<file path="config.mk">
export PLATFORM = sky130hd
export DESIGN_NAME = ignition_power_mode_sequencer_unit
export DESIGN_NICKNAME = d
export VERILOG_FILES = /design/src/hdl/ipms_pkg.sv /design/src/hdl/ipms_qual.sv /design/src/hdl/ipms_seq.sv /design/src/hdl/ignition_power_mode_sequencer_unit.sv
export SDC_FILE = /design/constraint.sdc
export NUM_CORES = 1
export LEC_CHECK = 0
export ABC_AREA = 1
export BUFFER_PORTS_ARGS = -buffer_cell sky130_fd_sc_hd__buf_2
export CAP_MARGIN = 5
export CORE_ASPECT_RATIO = 0.9
export CORE_UTILIZATION = 62
export DETAILED_ROUTE_END_ITERATION = 7
export PLACE_DENSITY = 0.81
export SYNTH_ARGS = -nofsm -noshare
export SYNTH_HDL_FRONTEND = slang
export SYNTH_SLANG_ARGS = --single-unit
</file>
<file path="constraint.sdc">
create_clock -name clk -period 5.6 [get_ports clk]
set_input_delay 0.28 -clock clk [delete_from_list [all_inputs] [get_ports clk]]
set_output_delay 0.28 -clock clk [all_outputs]
set_load 0.01 [all_outputs]
</file>
<file path="src/hdl/ipms_pkg.sv">
// Shared types, constants and helpers for the ignition power mode sequencer.
package ipms_pkg;

  localparam int VOLT_BITS     = 12;
  localparam int TIMER_BITS    = 16;
  localparam int EL_BITS       = 8;
  localparam int IDX_BITS      = 4;
  localparam int CFG_DATA_BITS = 16;

  localparam int IN_BITS        = VOLT_BITS + EL_BITS + 4;
  localparam int IN_TDATA_BITS  = ((IN_BITS + 7) / 8) * 8;
  localparam int OUT_BITS       = 10;
  localparam int OUT_TDATA_BITS = ((OUT_BITS + 7) / 8) * 8;

  localparam logic [TIMER_BITS-1:0] GOOD_DWELL_MS = TIMER_BITS'(100);
  localparam logic [TIMER_BITS-1:0] INIT_DWELL_MS = TIMER_BITS'(500);
  localparam logic [TIMER_BITS-1:0] WAIT_DWELL_MS = TIMER_BITS'(100);

  // register indexes
  localparam logic [IDX_BITS-1:0] CFG_ERR_HIGH   = IDX_BITS'(0);
  localparam logic [IDX_BITS-1:0] CFG_ERR_LOW    = IDX_BITS'(1);
  localparam logic [IDX_BITS-1:0] CFG_OK_HIGH    = IDX_BITS'(2);
  localparam logic [IDX_BITS-1:0] CFG_OK_LOW     = IDX_BITS'(3);
  localparam logic [IDX_BITS-1:0] CFG_SLEEP_VOLT = IDX_BITS'(4);
  localparam logic [IDX_BITS-1:0] CFG_WAKE_VOLT  = IDX_BITS'(5);
  localparam logic [IDX_BITS-1:0] CFG_HIGH_FAULT = IDX_BITS'(6);
  localparam logic [IDX_BITS-1:0] CFG_LOW_FAULT  = IDX_BITS'(7);

  // power_mode output codes
  localparam logic [2:0] PM_INIT    = 3'd0;
  localparam logic [2:0] PM_WORK    = 3'd1;
  localparam logic [2:0] PM_OFF     = 3'd2;
  localparam logic [2:0] PM_STANDBY = 3'd3;
  localparam logic [2:0] PM_WAIT    = 3'd4;
  localparam logic [2:0] PM_SLEEP   = 3'd5;

  typedef enum logic [5:0] {
    MODE_INIT    = 6'b000001,
    MODE_WORK    = 6'b000010,
    MODE_OFF     = 6'b000100,
    MODE_STANDBY = 6'b001000,
    MODE_WAIT    = 6'b010000,
    MODE_SLEEP   = 6'b100000
  } mode_t;

  typedef struct packed {
    logic [VOLT_BITS-1:0]  err_high;
    logic [VOLT_BITS-1:0]  err_low;
    logic [VOLT_BITS-1:0]  ok_high;
    logic [VOLT_BITS-1:0]  ok_low;
    logic [VOLT_BITS-1:0]  sleep_volt;
    logic [VOLT_BITS-1:0]  wake_volt;
    logic [TIMER_BITS-1:0] high_fault_ms;
    logic [TIMER_BITS-1:0] low_fault_ms;
  } cfg_t;

  typedef struct packed {
    logic                  volt_fault;
    logic                  qualified;
    logic [TIMER_BITS-1:0] good_timer;
    logic [TIMER_BITS-1:0] fault_timer;
  } qual_t;

  typedef struct packed {
    mode_t                 mode;
    logic                  permit;
    logic [TIMER_BITS-1:0] mode_timer;
  } seq_t;

  // first member lands in the top bits, so fields are listed high to low
  typedef struct packed {
    logic                 bus_wake;
    logic                 bus_sleep_value;
    logic                 bus_sleep_write;
    logic                 app_sleep_ok;
    logic [EL_BITS-1:0]   elapsed_ms;
    logic [VOLT_BITS-1:0] ign_volt;
  } in_t;

  typedef struct packed {
    logic       wake_reset;
    logic       bus_wake_cmd;
    logic       bus_sleep_cmd;
    logic       net_release;
    logic       net_request;
    logic       mode_changed;
    logic       ign_good;
    logic [2:0] power_mode;
  } out_t;

  localparam cfg_t CFG_RESET = '{
    err_high:      VOLT_BITS'(3200),
    err_low:       VOLT_BITS'(900),
    ok_high:       VOLT_BITS'(3100),
    ok_low:        VOLT_BITS'(950),
    sleep_volt:    VOLT_BITS'(500),
    wake_volt:     VOLT_BITS'(600),
    high_fault_ms: TIMER_BITS'(300),
    low_fault_ms:  TIMER_BITS'(300)
  };

  localparam qual_t QUAL_RESET = '{
    volt_fault:  1'b0,
    qualified:   1'b0,
    good_timer:  '0,
    fault_timer: '0
  };

  localparam seq_t SEQ_RESET = '{
    mode:       MODE_INIT,
    permit:     1'b0,
    mode_timer: '0
  };

  function automatic logic [TIMER_BITS-1:0] sat_add(input logic [TIMER_BITS-1:0] t,
                                                    input logic [EL_BITS-1:0] e);
    logic [TIMER_BITS:0] s;
    s = {1'b0, t} + {{(TIMER_BITS + 1 - EL_BITS){1'b0}}, e};
    return s[TIMER_BITS] ? {TIMER_BITS{1'b1}} : s[TIMER_BITS-1:0];
  endfunction

  function automatic logic [2:0] mode_code(input mode_t m);
    logic [2:0] c;
    case (m)
      MODE_WORK:    c = PM_WORK;
      MODE_OFF:     c = PM_OFF;
      MODE_STANDBY: c = PM_STANDBY;
      MODE_WAIT:    c = PM_WAIT;
      MODE_SLEEP:   c = PM_SLEEP;
      default:      c = PM_INIT;
    endcase
    return c;
  endfunction

endpackage

</file>
<file path="src/hdl/ipms_qual.sv">
// Ignition qualifier: hysteresis fault window and good/bad dwell timers.
module ipms_qual (
  input  ipms_pkg::cfg_t  cfg,
  input  ipms_pkg::in_t   item,
  input  logic            sleeping,
  input  ipms_pkg::qual_t cur,
  output ipms_pkg::qual_t nxt
);

  logic                            fault;
  logic [ipms_pkg::TIMER_BITS-1:0] gsum;
  logic [ipms_pkg::TIMER_BITS-1:0] fsum;
  logic [ipms_pkg::TIMER_BITS-1:0] lim;

  always_comb begin
    nxt   = cur;
    fault = cur.volt_fault;
    if (item.ign_volt > cfg.err_high || item.ign_volt < cfg.err_low) fault = 1'b1;
    // clear test wins when both hold
    if (item.ign_volt < cfg.ok_high && item.ign_volt > cfg.ok_low) fault = 1'b0;
    gsum = ipms_pkg::sat_add(cur.good_timer, item.elapsed_ms);
    fsum = ipms_pkg::sat_add(cur.fault_timer, item.elapsed_ms);
    lim  = (item.ign_volt > cfg.ok_high) ? cfg.high_fault_ms : cfg.low_fault_ms;
    if (!sleeping) begin
      nxt.volt_fault = fault;
      if (!fault) begin
        nxt.fault_timer = '0;
        nxt.good_timer  = gsum;
        if (gsum >= ipms_pkg::GOOD_DWELL_MS) nxt.qualified = 1'b1;
      end else begin
        nxt.fault_timer = fsum;
        nxt.good_timer  = '0;
        if (fsum >= lim) nxt.qualified = 1'b0;
      end
    end
  end

endmodule

</file>
<file path="src/hdl/ipms_seq.sv">
// Power mode sequencer: mode transitions, command pulses and sleep-loop poll.
module ipms_seq (
  input  ipms_pkg::cfg_t  cfg,
  input  ipms_pkg::in_t   item,
  input  ipms_pkg::seq_t  cur,
  input  ipms_pkg::qual_t qual_in,
  output ipms_pkg::seq_t  nxt,
  output ipms_pkg::qual_t qual_out,
  output ipms_pkg::out_t  res
);

  logic                            req;
  logic                            rel;
  logic                            bsleep;
  logic                            bwcmd;
  logic                            wreset;
  logic                            poll;
  logic [ipms_pkg::TIMER_BITS-1:0] msum;

  always_comb begin
    nxt      = cur;
    qual_out = qual_in;
    req      = 1'b0;
    rel      = 1'b0;
    bsleep   = 1'b0;
    bwcmd    = 1'b0;
    wreset   = 1'b0;
    poll     = 1'b0;
    msum     = ipms_pkg::sat_add(cur.mode_timer, item.elapsed_ms);
    if (item.bus_sleep_write) nxt.permit = item.bus_sleep_value;
    case (cur.mode)
      ipms_pkg::MODE_SLEEP: begin
        poll = 1'b1;
      end
      ipms_pkg::MODE_WORK: begin
        if (!qual_in.qualified) nxt.mode = ipms_pkg::MODE_OFF;
      end
      ipms_pkg::MODE_OFF: begin
        if (qual_in.qualified) nxt.mode = ipms_pkg::MODE_WORK;
        if (item.app_sleep_ok && item.ign_volt < cfg.sleep_volt) begin
          rel      = 1'b1;
          nxt.mode = ipms_pkg::MODE_STANDBY;
        end
      end
      ipms_pkg::MODE_STANDBY: begin
        if (qual_in.qualified) begin
          req        = 1'b1;
          nxt.permit = 1'b0;
          nxt.mode   = ipms_pkg::MODE_WORK;
        end
        if (!item.app_sleep_ok) begin
          req        = 1'b1;
          nxt.permit = 1'b0;
          nxt.mode   = ipms_pkg::MODE_OFF;
        end
        if (nxt.permit) begin
          nxt.mode       = ipms_pkg::MODE_WAIT;
          nxt.mode_timer = '0;
          bsleep         = 1'b1;
        end
      end
      ipms_pkg::MODE_WAIT: begin
        nxt.mode_timer = msum;
        if (msum >= ipms_pkg::WAIT_DWELL_MS) begin
          nxt.mode = ipms_pkg::MODE_SLEEP;
          poll     = 1'b1;
        end
      end
      default: begin
        nxt.mode_timer = msum;
        if (msum >= ipms_pkg::INIT_DWELL_MS) begin
          nxt.mode = qual_in.qualified ? ipms_pkg::MODE_WORK : ipms_pkg::MODE_OFF;
        end
      end
    endcase
    // bus wake is checked ahead of ignition wake
    if (poll) begin
      if (item.bus_wake) begin
        nxt.mode       = ipms_pkg::MODE_INIT;
        nxt.permit     = 1'b0;
        nxt.mode_timer = '0;
        bwcmd          = 1'b1;
      end else if (item.ign_volt > cfg.wake_volt) begin
        nxt      = ipms_pkg::SEQ_RESET;
        qual_out = ipms_pkg::QUAL_RESET;
        wreset   = 1'b1;
      end
    end
    res.power_mode    = ipms_pkg::mode_code(nxt.mode);
    res.ign_good      = qual_out.qualified;
    res.mode_changed  = (nxt.mode != cur.mode);
    res.net_request   = req;
    res.net_release   = rel;
    res.bus_sleep_cmd = bsleep;
    res.bus_wake_cmd  = bwcmd;
    res.wake_reset    = wreset;
  end

endmodule

</file>
<file path="src/hdl/ignition_power_mode_sequencer_unit.sv">
// Top level of the ignition power mode sequencer: ports, registers and config.
//
//  channel | dir | beat carries
//  --------+-----+------------------------------------------------------------
//  s_*     | in  | one control step (ign_volt, elapsed_ms, sleep permits, wake)
//  m_*     | out | one result per step (mode, ign_good, command pulses)
//  cfg_*   | in  | register write, index 0..7, data in low bits
//
//  A step is held in the input register, then computed and stored in the result
//  register when it advances; one step per cycle while the m side is not stalled.
//  The state update at the input-to-result move sets the rate.
//  Reset is synchronous: config returns to defaults, all state to init.
//  A stalled m side holds its beat; s_tready drops only when both registers
//  are full and m_tready is low.
module ignition_power_mode_sequencer_unit (
  input  logic                                 clk,
  input  logic                                 rst,
  input  logic                                 s_tvalid,
  output logic                                 s_tready,
  // ign_volt[11:0], elapsed_ms[19:12], app_sleep_ok[20], bus_sleep_write[21],
  // bus_sleep_value[22], bus_wake[23]
  input  logic [ipms_pkg::IN_TDATA_BITS-1:0]   s_tdata,
  output logic                                 m_tvalid,
  input  logic                                 m_tready,
  // power_mode[2:0], ign_good[3], mode_changed[4], net_request[5],
  // net_release[6], bus_sleep_cmd[7], bus_wake_cmd[8], wake_reset[9], zeros above
  output logic [ipms_pkg::OUT_TDATA_BITS-1:0]  m_tdata,
  input  logic                                 cfg_valid,
  output logic                                 cfg_ready,
  input  logic [ipms_pkg::IDX_BITS-1:0]        cfg_index,
  input  logic [ipms_pkg::CFG_DATA_BITS-1:0]   cfg_data
);

  ipms_pkg::cfg_t  cfg;
  ipms_pkg::qual_t qual;
  ipms_pkg::qual_t qual_step;
  ipms_pkg::qual_t qual_next;
  ipms_pkg::seq_t  seq;
  ipms_pkg::seq_t  seq_next;
  ipms_pkg::in_t   in_data;
  ipms_pkg::out_t  res;
  ipms_pkg::out_t  out_data;
  logic            in_valid;
  logic            out_valid;
  logic            advance;

  assign cfg_ready = 1'b1;
  assign advance   = in_valid && (!out_valid || m_tready);
  assign s_tready  = !in_valid || advance;
  assign m_tvalid  = out_valid;
  assign m_tdata   = {{(ipms_pkg::OUT_TDATA_BITS - ipms_pkg::OUT_BITS){1'b0}}, out_data};

  ipms_qual u_qual (
    .cfg      (cfg),
    .item     (in_data),
    .sleeping (seq.mode == ipms_pkg::MODE_SLEEP),
    .cur      (qual),
    .nxt      (qual_step)
  );

  ipms_seq u_seq (
    .cfg      (cfg),
    .item     (in_data),
    .cur      (seq),
    .qual_in  (qual_step),
    .nxt      (seq_next),
    .qual_out (qual_next),
    .res      (res)
  );

  always_ff @(posedge clk) begin
    if (rst) begin
      in_valid  <= 1'b0;
      out_valid <= 1'b0;
      cfg       <= ipms_pkg::CFG_RESET;
      qual      <= ipms_pkg::QUAL_RESET;
      seq       <= ipms_pkg::SEQ_RESET;
    end else begin
      if (s_tready) in_valid <= s_tvalid;
      if (advance) begin
        out_valid <= 1'b1;
        qual      <= qual_next;
        seq       <= seq_next;
      end else if (m_tready) begin
        out_valid <= 1'b0;
      end
      if (cfg_valid) begin
        case (cfg_index)
          ipms_pkg::CFG_ERR_HIGH:   cfg.err_high      <= cfg_data[ipms_pkg::VOLT_BITS-1:0];
          ipms_pkg::CFG_ERR_LOW:    cfg.err_low       <= cfg_data[ipms_pkg::VOLT_BITS-1:0];
          ipms_pkg::CFG_OK_HIGH:    cfg.ok_high       <= cfg_data[ipms_pkg::VOLT_BITS-1:0];
          ipms_pkg::CFG_OK_LOW:     cfg.ok_low        <= cfg_data[ipms_pkg::VOLT_BITS-1:0];
          ipms_pkg::CFG_SLEEP_VOLT: cfg.sleep_volt    <= cfg_data[ipms_pkg::VOLT_BITS-1:0];
          ipms_pkg::CFG_WAKE_VOLT:  cfg.wake_volt     <= cfg_data[ipms_pkg::VOLT_BITS-1:0];
          ipms_pkg::CFG_HIGH_FAULT: cfg.high_fault_ms <= cfg_data[ipms_pkg::TIMER_BITS-1:0];
          ipms_pkg::CFG_LOW_FAULT:  cfg.low_fault_ms  <= cfg_data[ipms_pkg::TIMER_BITS-1:0];
          default: ;
        endcase
      end
    end
  end

  always_ff @(posedge clk) begin
    if (s_tvalid && s_tready) in_data <= ipms_pkg::in_t'(s_tdata[ipms_pkg::IN_BITS-1:0]);
    if (advance) out_data <= res;
  end

endmodule

</file>
# Word level (Yosys, flattened, before mapping)
# Cells that the tools add are included.
# word_totals
reg_bits	197
input_bits	49
out_inout_bits	19
# classes
addsub	3
n_lt_le_gt_ge	11
n_eq_ne	18
mux	42
bitwise	1
reduce_logical	21
# op_table
cell	n
$mux W34	4
$mux W16	5
$mux W23	3
$add A16 B8 Y17	3
$gt A12 B12 Y1	4
$lt A12 B12 Y1	3
$mux W6	6
$mux W33	1
$ge A16 B7 Y1 const B	2
$pmux W16 S2	1
$pmux W6 S5	1
$mux W7	3
$eq A4 B3 Y1 const B	4
$ge A16 B16 Y1	1
$ge A16 B9 Y1 const B	1
$reduce_and A2 Y1	8
$mux W1	15
$pmux W3 S5	1
$eq A6 B2 Y1 const B	2
$eq A6 B3 Y1 const B	2
$eq A6 B4 Y1 const B	2
$eq A6 B5 Y1 const B	2
$eq A6 B6 Y1 const B	2
$eq A4 B2 Y1 const B	2
12 further kinds	18

# Depth between registers and ports, before layout
# depth
ltp_word	16
ltp_mapped	33
ltp_nobuf	33

# Cells and area by module
# A second synthesis with hierarchy kept.
# hier_totals
cells_unflattened	2048
hier_area_um2	13684.4
# by_module_without_submodules
module	instances	cells_per_inst	area_per_inst_um2
ignition_power_mode_sequencer_unit	1	876	7109.3
ipms_qual	1	650	3883.7
ipms_seq	1	522	2691.3

# Least setup slack after synthesis
# No wires, ideal clock.
# synth_path
path_kind	register -> register
from	reg in_data[3] (netlist name)
to	reg out_data (netlist bit m_tdata[4]) (data pin)
arrival_time_ns	3.888
required_time_ns	5.340
path_slack_ns	1.452
path_stages_with_launch	25
n_path_buf	2
synth_period_minus_slack_ns	4.148
cell_sequence	edfxtp_1 -> ha_1 -> a21o_1 -> a21oi_1 -> a21oi_1 -> o22ai_1 -> buf_1 -> clkbuf_1 -> mux2i_1 -> ha_1 -> nand2_1 -> nor3_1 -> nand3_1 -> nand3_1 -> nand4_1 -> nand2_1 -> nand2_4 -> nor2_4 -> nand3_1 -> nand2_1 -> nand2_2 -> nand2_1 -> nand2_1 -> nor2_1 -> nand3_1
# synth_lines
element	line	text
from (decl)	ignition_power_mode_sequencer_unit.sv:40	ipms_pkg::in_t in_data;
from (signal assigned)	ignition_power_mode_sequencer_unit.sv:104	if (s_tvalid && s_tready) in_data <= ipms_pkg::in_t'(s_tdata[ipms_pkg::IN_BITS-1:0]);
to (signal assigned)	ignition_power_mode_sequencer_unit.sv:105	if (advance) out_data <= res;
to (decl)	ignition_power_mode_sequencer_unit.sv:42	ipms_pkg::out_t out_data;

# Worst setup path after layout
# layout_path
from	reg in_data[12] (netlist name)
to	reg seq[11] (netlist name)
# layout_via
elab_chain_cells	14
word_cells_on_any_way	23
# layout_lines
element	line	text
$add A16 B8 Y17	ipms_pkg.sv:118	s = {1'b0, t} + {{(TIMER_BITS + 1 - EL_BITS){1'b0}}, e};
$mux W16	ipms_pkg.sv:119	return s[TIMER_BITS] ? {TIMER_BITS{1'b1}} : s[TIMER_BITS-1:0];
$ge A16 B7 Y1 or $ge A16 B16 Y1 (tied branches)	ipms_qual.sv:29, ipms_qual.sv:33	
$mux W1 (on tied branches)	ipms_qual.sv:29, ipms_qual.sv:33	
$mux W33	ipms_qual.sv:26	if (!fault) begin
$mux W34	ipms_qual.sv:24	if (!sleeping) begin
$mux W7	ipms_seq.sv:46	if (qual_in.qualified) begin
$mux W7	ipms_seq.sv:51	if (!item.app_sleep_ok) begin
$mux W7	ipms_seq.sv:31	case (cur.mode)
$mux W16	ipms_seq.sv:56	if (nxt.permit) begin
$pmux W16 S2	ipms_seq.sv:31	
$mux W23	ipms_seq.sv:83	end else if (item.ign_volt > cfg.wake_volt) begin
$mux W23	ipms_seq.sv:78	if (item.bus_wake) begin
$mux W23 (*)	ipms_seq.sv:77	if (poll) begin
to (signal assigned)	ignition_power_mode_sequencer_unit.sv:77	seq <= ipms_pkg::SEQ_RESET;
to (signal assigned)	ignition_power_mode_sequencer_unit.sv:83	seq <= seq_next;
to (decl)	ignition_power_mode_sequencer_unit.sv:38	ipms_pkg::seq_t seq;
# Mark *: on every way between the ends. The rest lies on a longest branch, timed or not. The select of a mux whose other input is x is not followed.
# A chain may end at the register's enable or synchronous reset.

==> impl_results.md <==
* DRT antenna net count at 0
* Vias in the first global route at approximately 9900
* # clock sinks at just under 200
* Wirelength, routed at around 30 mm
* Worst EP arrival at 5.26 ns
* Setup crit start kind: register
* Pins Over Slew Limit at 0
* Worst path max stage delay at about 0.50 ns
* Mapped Cells at between 1500 and 2000
* Post-Route Setup TNS at 0 ns
* Crit Path Class: register to register
* Setup violators final at 0
* Critical-path top delay cell: a21oi_2
* Crit. End Element: register
* CP dominant cell by count: nand3_1
* Int Power at approximately 2.3 mW
* Most frequent cells in the layout: nand2_1 (357), inv_1 (194), a21oi_1 (187), dfxtp_1 (163), o21ai_0 (146)
* DPL Wire Length at 21.0 mm
* Worst-Skew Late Latency at between 0.4 and 0.5 ns
* CTS tree: built
* H-tree levels at 4
* DRT iter0 DRCs at approximately 960
* Die height at roughly 130 um
* Area growth syn-to-layout at 8.25%
* Final min period at ~5.0 ns
* Worst-margin pin slew at 1.11 ns
* DRT Pass-1 Iters at 8
* Syn. warnings at 0
* TritonCTS Buffers at 17
* Tot GR Track Use at between 20 and 30%
* Pwr Total at approximately 3.3 mW
* Sequential share of power at a little under half
* Detailed-route DRC error count at 0
* First-pass GRT wire length at around 48 mm
* Max Clock Skew at roughly 0.013 ns
* Final Hold Viols at 0
* Clk network pwr share at between 30% and 40%
* Combinational share of power at between 10% and 20%
* Wire length per cell at 15.4 um
* Launch point of the worst path: in_data[12]$_DFFE_PP_
* Die area at between 20000 and 25000 um2
* Fmax at about 0.20 GHz
* Clk pin slew, worst setup/hold paths at 0.08 ns
* # Max-Cap Violations at 0
* Share of cells above drive strength 1 at a little under a tenth
* Power per standard cell area at between 200 and 250 nW/um2
* Hold_sp: s_tdata[7]
* Die X at 149 um
* Initial Util at 63.2%
* Row cnt at 48
* Crit Path Max Fanout at 14
* DR vias/cell at approximately 5.7
* Critical R2R Launch: in_data[12]$_DFFE_PP_
* Main flop type after synthesis: dfxtp_1
* Fin cells at 1964
* Cell leakage power at around 6.1 nW
* Slew headroom at about a quarter
* Seq/Total Area, Yosys at between 30% and 40%
* RSZ-0062 raised after global routing: false
* VDD IR max at 173 uV
* Core area at between 15000 and 20000 um2
* Net switching power at 0.968 mW
* Largest net degree at the start of global routing at 85
* Placed Cells at about 1900
* EDFF count, synth at 34
* Fin nets at 1863
* Ys async rst share at 0%
* Netlist Area Pre-Place at ~12000 um2
* Seq cells post-synth at a little under 200
* N_diodes at 0
* Most common cell after layout, fill and taps aside: nand2_1
* Clock root cell: clkbuf_16
* Syn_area_per_cell at between 7 and 8 um2
* Clock buffer depth at 2
* Total number of vias at 11100
* Status: completed
* GPL Wtd Cong at 0.915
* Setup Buffers After CTS at 0
* Critical Path RT at around 5.9 ns
* Sw Share at ~30%
* Global route overflow at 0
* Port bufs at 60
* I/O Pins at 68
* Antenna violations before repair at 0
* Min-delay worst type: primary input to register
* Period utilization at between 80% and 90%
* Post-synth cell types at 51
power groups by stage:
| stage | combinational (mW) | sequential [mW] | clock (mW) |
|---|---|---|---|
| global placement | 0.495 | 1.56 | 0 |
| finish | 0.521 | 1.53 | 1.22 |
| floorplan | 0.380 | 1.55 | 0 |
| CTS | 0.514 | 1.53 | 1.22 |
| global route | 0.585 | 1.53 | 1.28 |
| detailed placement | 0.508 | 1.56 | 0 |
flip-flops by register name, summed over array words and instances (netlist names):
name      count
in_valid      1
cfg         104
m_tvalid      1
qual         34
in_data      24
seq          23
m_tdata      10
cell type report:
class,instances,area (um2)
multi-input cells,1212,6790
fillers,1599,6040
flip-flops and latches,197,4280
inverters,200,756
clock buffers,17,425
repair buffers,73,400
well taps,250,313
clock inverters,15,143
worst max-delay path: cells and delay by family, from the launching register on:
family,cells,cell delay [ns]
fa+ha+maj,3,0.97
flops,1,0.43
buf+inv,2,0.13
compound gates,4,0.81
simple gates,19,2.44
cell usage after synthesis (7+ instances only):
| cell | count | area [um2] |
|---|---|---|
| a21oi_1 | 187 | 936 |
| a22o_1 | 11 | 96.3 |
| buf_4 | 8 | 60.1 |
| clkbuf_1 | 44 | 165 |
| dfxtp_1 | 163 | 3260 |
| edfxtp_1 | 34 | 1020 |
| ha_1 | 110 | 1380 |
| inv_1 | 195 | 732 |
| mux2i_1 | 15 | 150 |
| nand2_1 | 358 | 1340 |
| nand2_2 | 14 | 87.6 |
| nand2_4 | 7 | 78.8 |
| nand3_1 | 92 | 460 |
| nand4_1 | 15 | 93.8 |
| nor2_1 | 141 | 529 |
| nor3_1 | 14 | 70.1 |
| o211ai_1 | 12 | 90.1 |
| o21ai_0 | 146 | 731 |
| o22ai_1 | 9 | 56.3 |
worst paths after layout:
kind	slack [ns]	to	cells after the start
setup / recovery	0.61	seq[11]$_SDFFE_PP0P_	28
setup reg to reg	0.61	seq[11]$_SDFFE_PP0P_	28
hold reg to reg	0.45	cfg[16]$_SDFFE_PP0P_	2
hold / removal	0.007	in_data[7]$_DFFE_PP_	1
cell families (layout without fill, tap and decap cells):
| logic type | count (synthesis) | in the layout | share of synthesized area [%] |
|---|---|---|---|
| compound gates | 389 | 389 | 17.3 |
| xor+xnor | 12 | 12 | 0.868 |
| buf+inv | 262 | 305 | 8.79 |
| mux | 15 | 15 | 1.24 |
| other cells | 2 | 7 | 0.0620 |
| simple gates | 676 | 676 | 24.5 |
| fa+ha+maj | 113 | 113 | 11.9 |
| flops | 197 | 197 | 35.4 |
stage by stage:
step | hold WS [ns] | setup WS (ns) | area [um2] | util [%]
after floorplan | 0.379 | 1.45 | 12100 | -
after global placement | 0.438 | 0.892 | 12500 | 65.4
after detailed placement | 0.445 | 0.732 | 12500 | 65.4
after CTS | 0.00437 | 0.685 | 13100 | 68.4
after global routing | 0.000178 | 0.182 | 13100 | 68.4
final | 0.00684 | 0.610 | 13100 | 68.4
layer usage:
metal	track usage [%]	part of all wire [%]	up-vias
met5	0	0	-
met4	7.71	1.2	0
met3	5.17	8.0	35
met2	46.9	45	392
met1	42.5	46	5101
li1	-	-	5597
what timing repair did:
| action | 4_1_cts | 5_1_grt |
|---|---|---|
| hold buffers | 0 | 1 |
| endpoints found under the hold margin | 0 | 1 |
| gates resized for setup | 0 | 0 |
No activity file was read; power rests on OpenSTA's default activity.
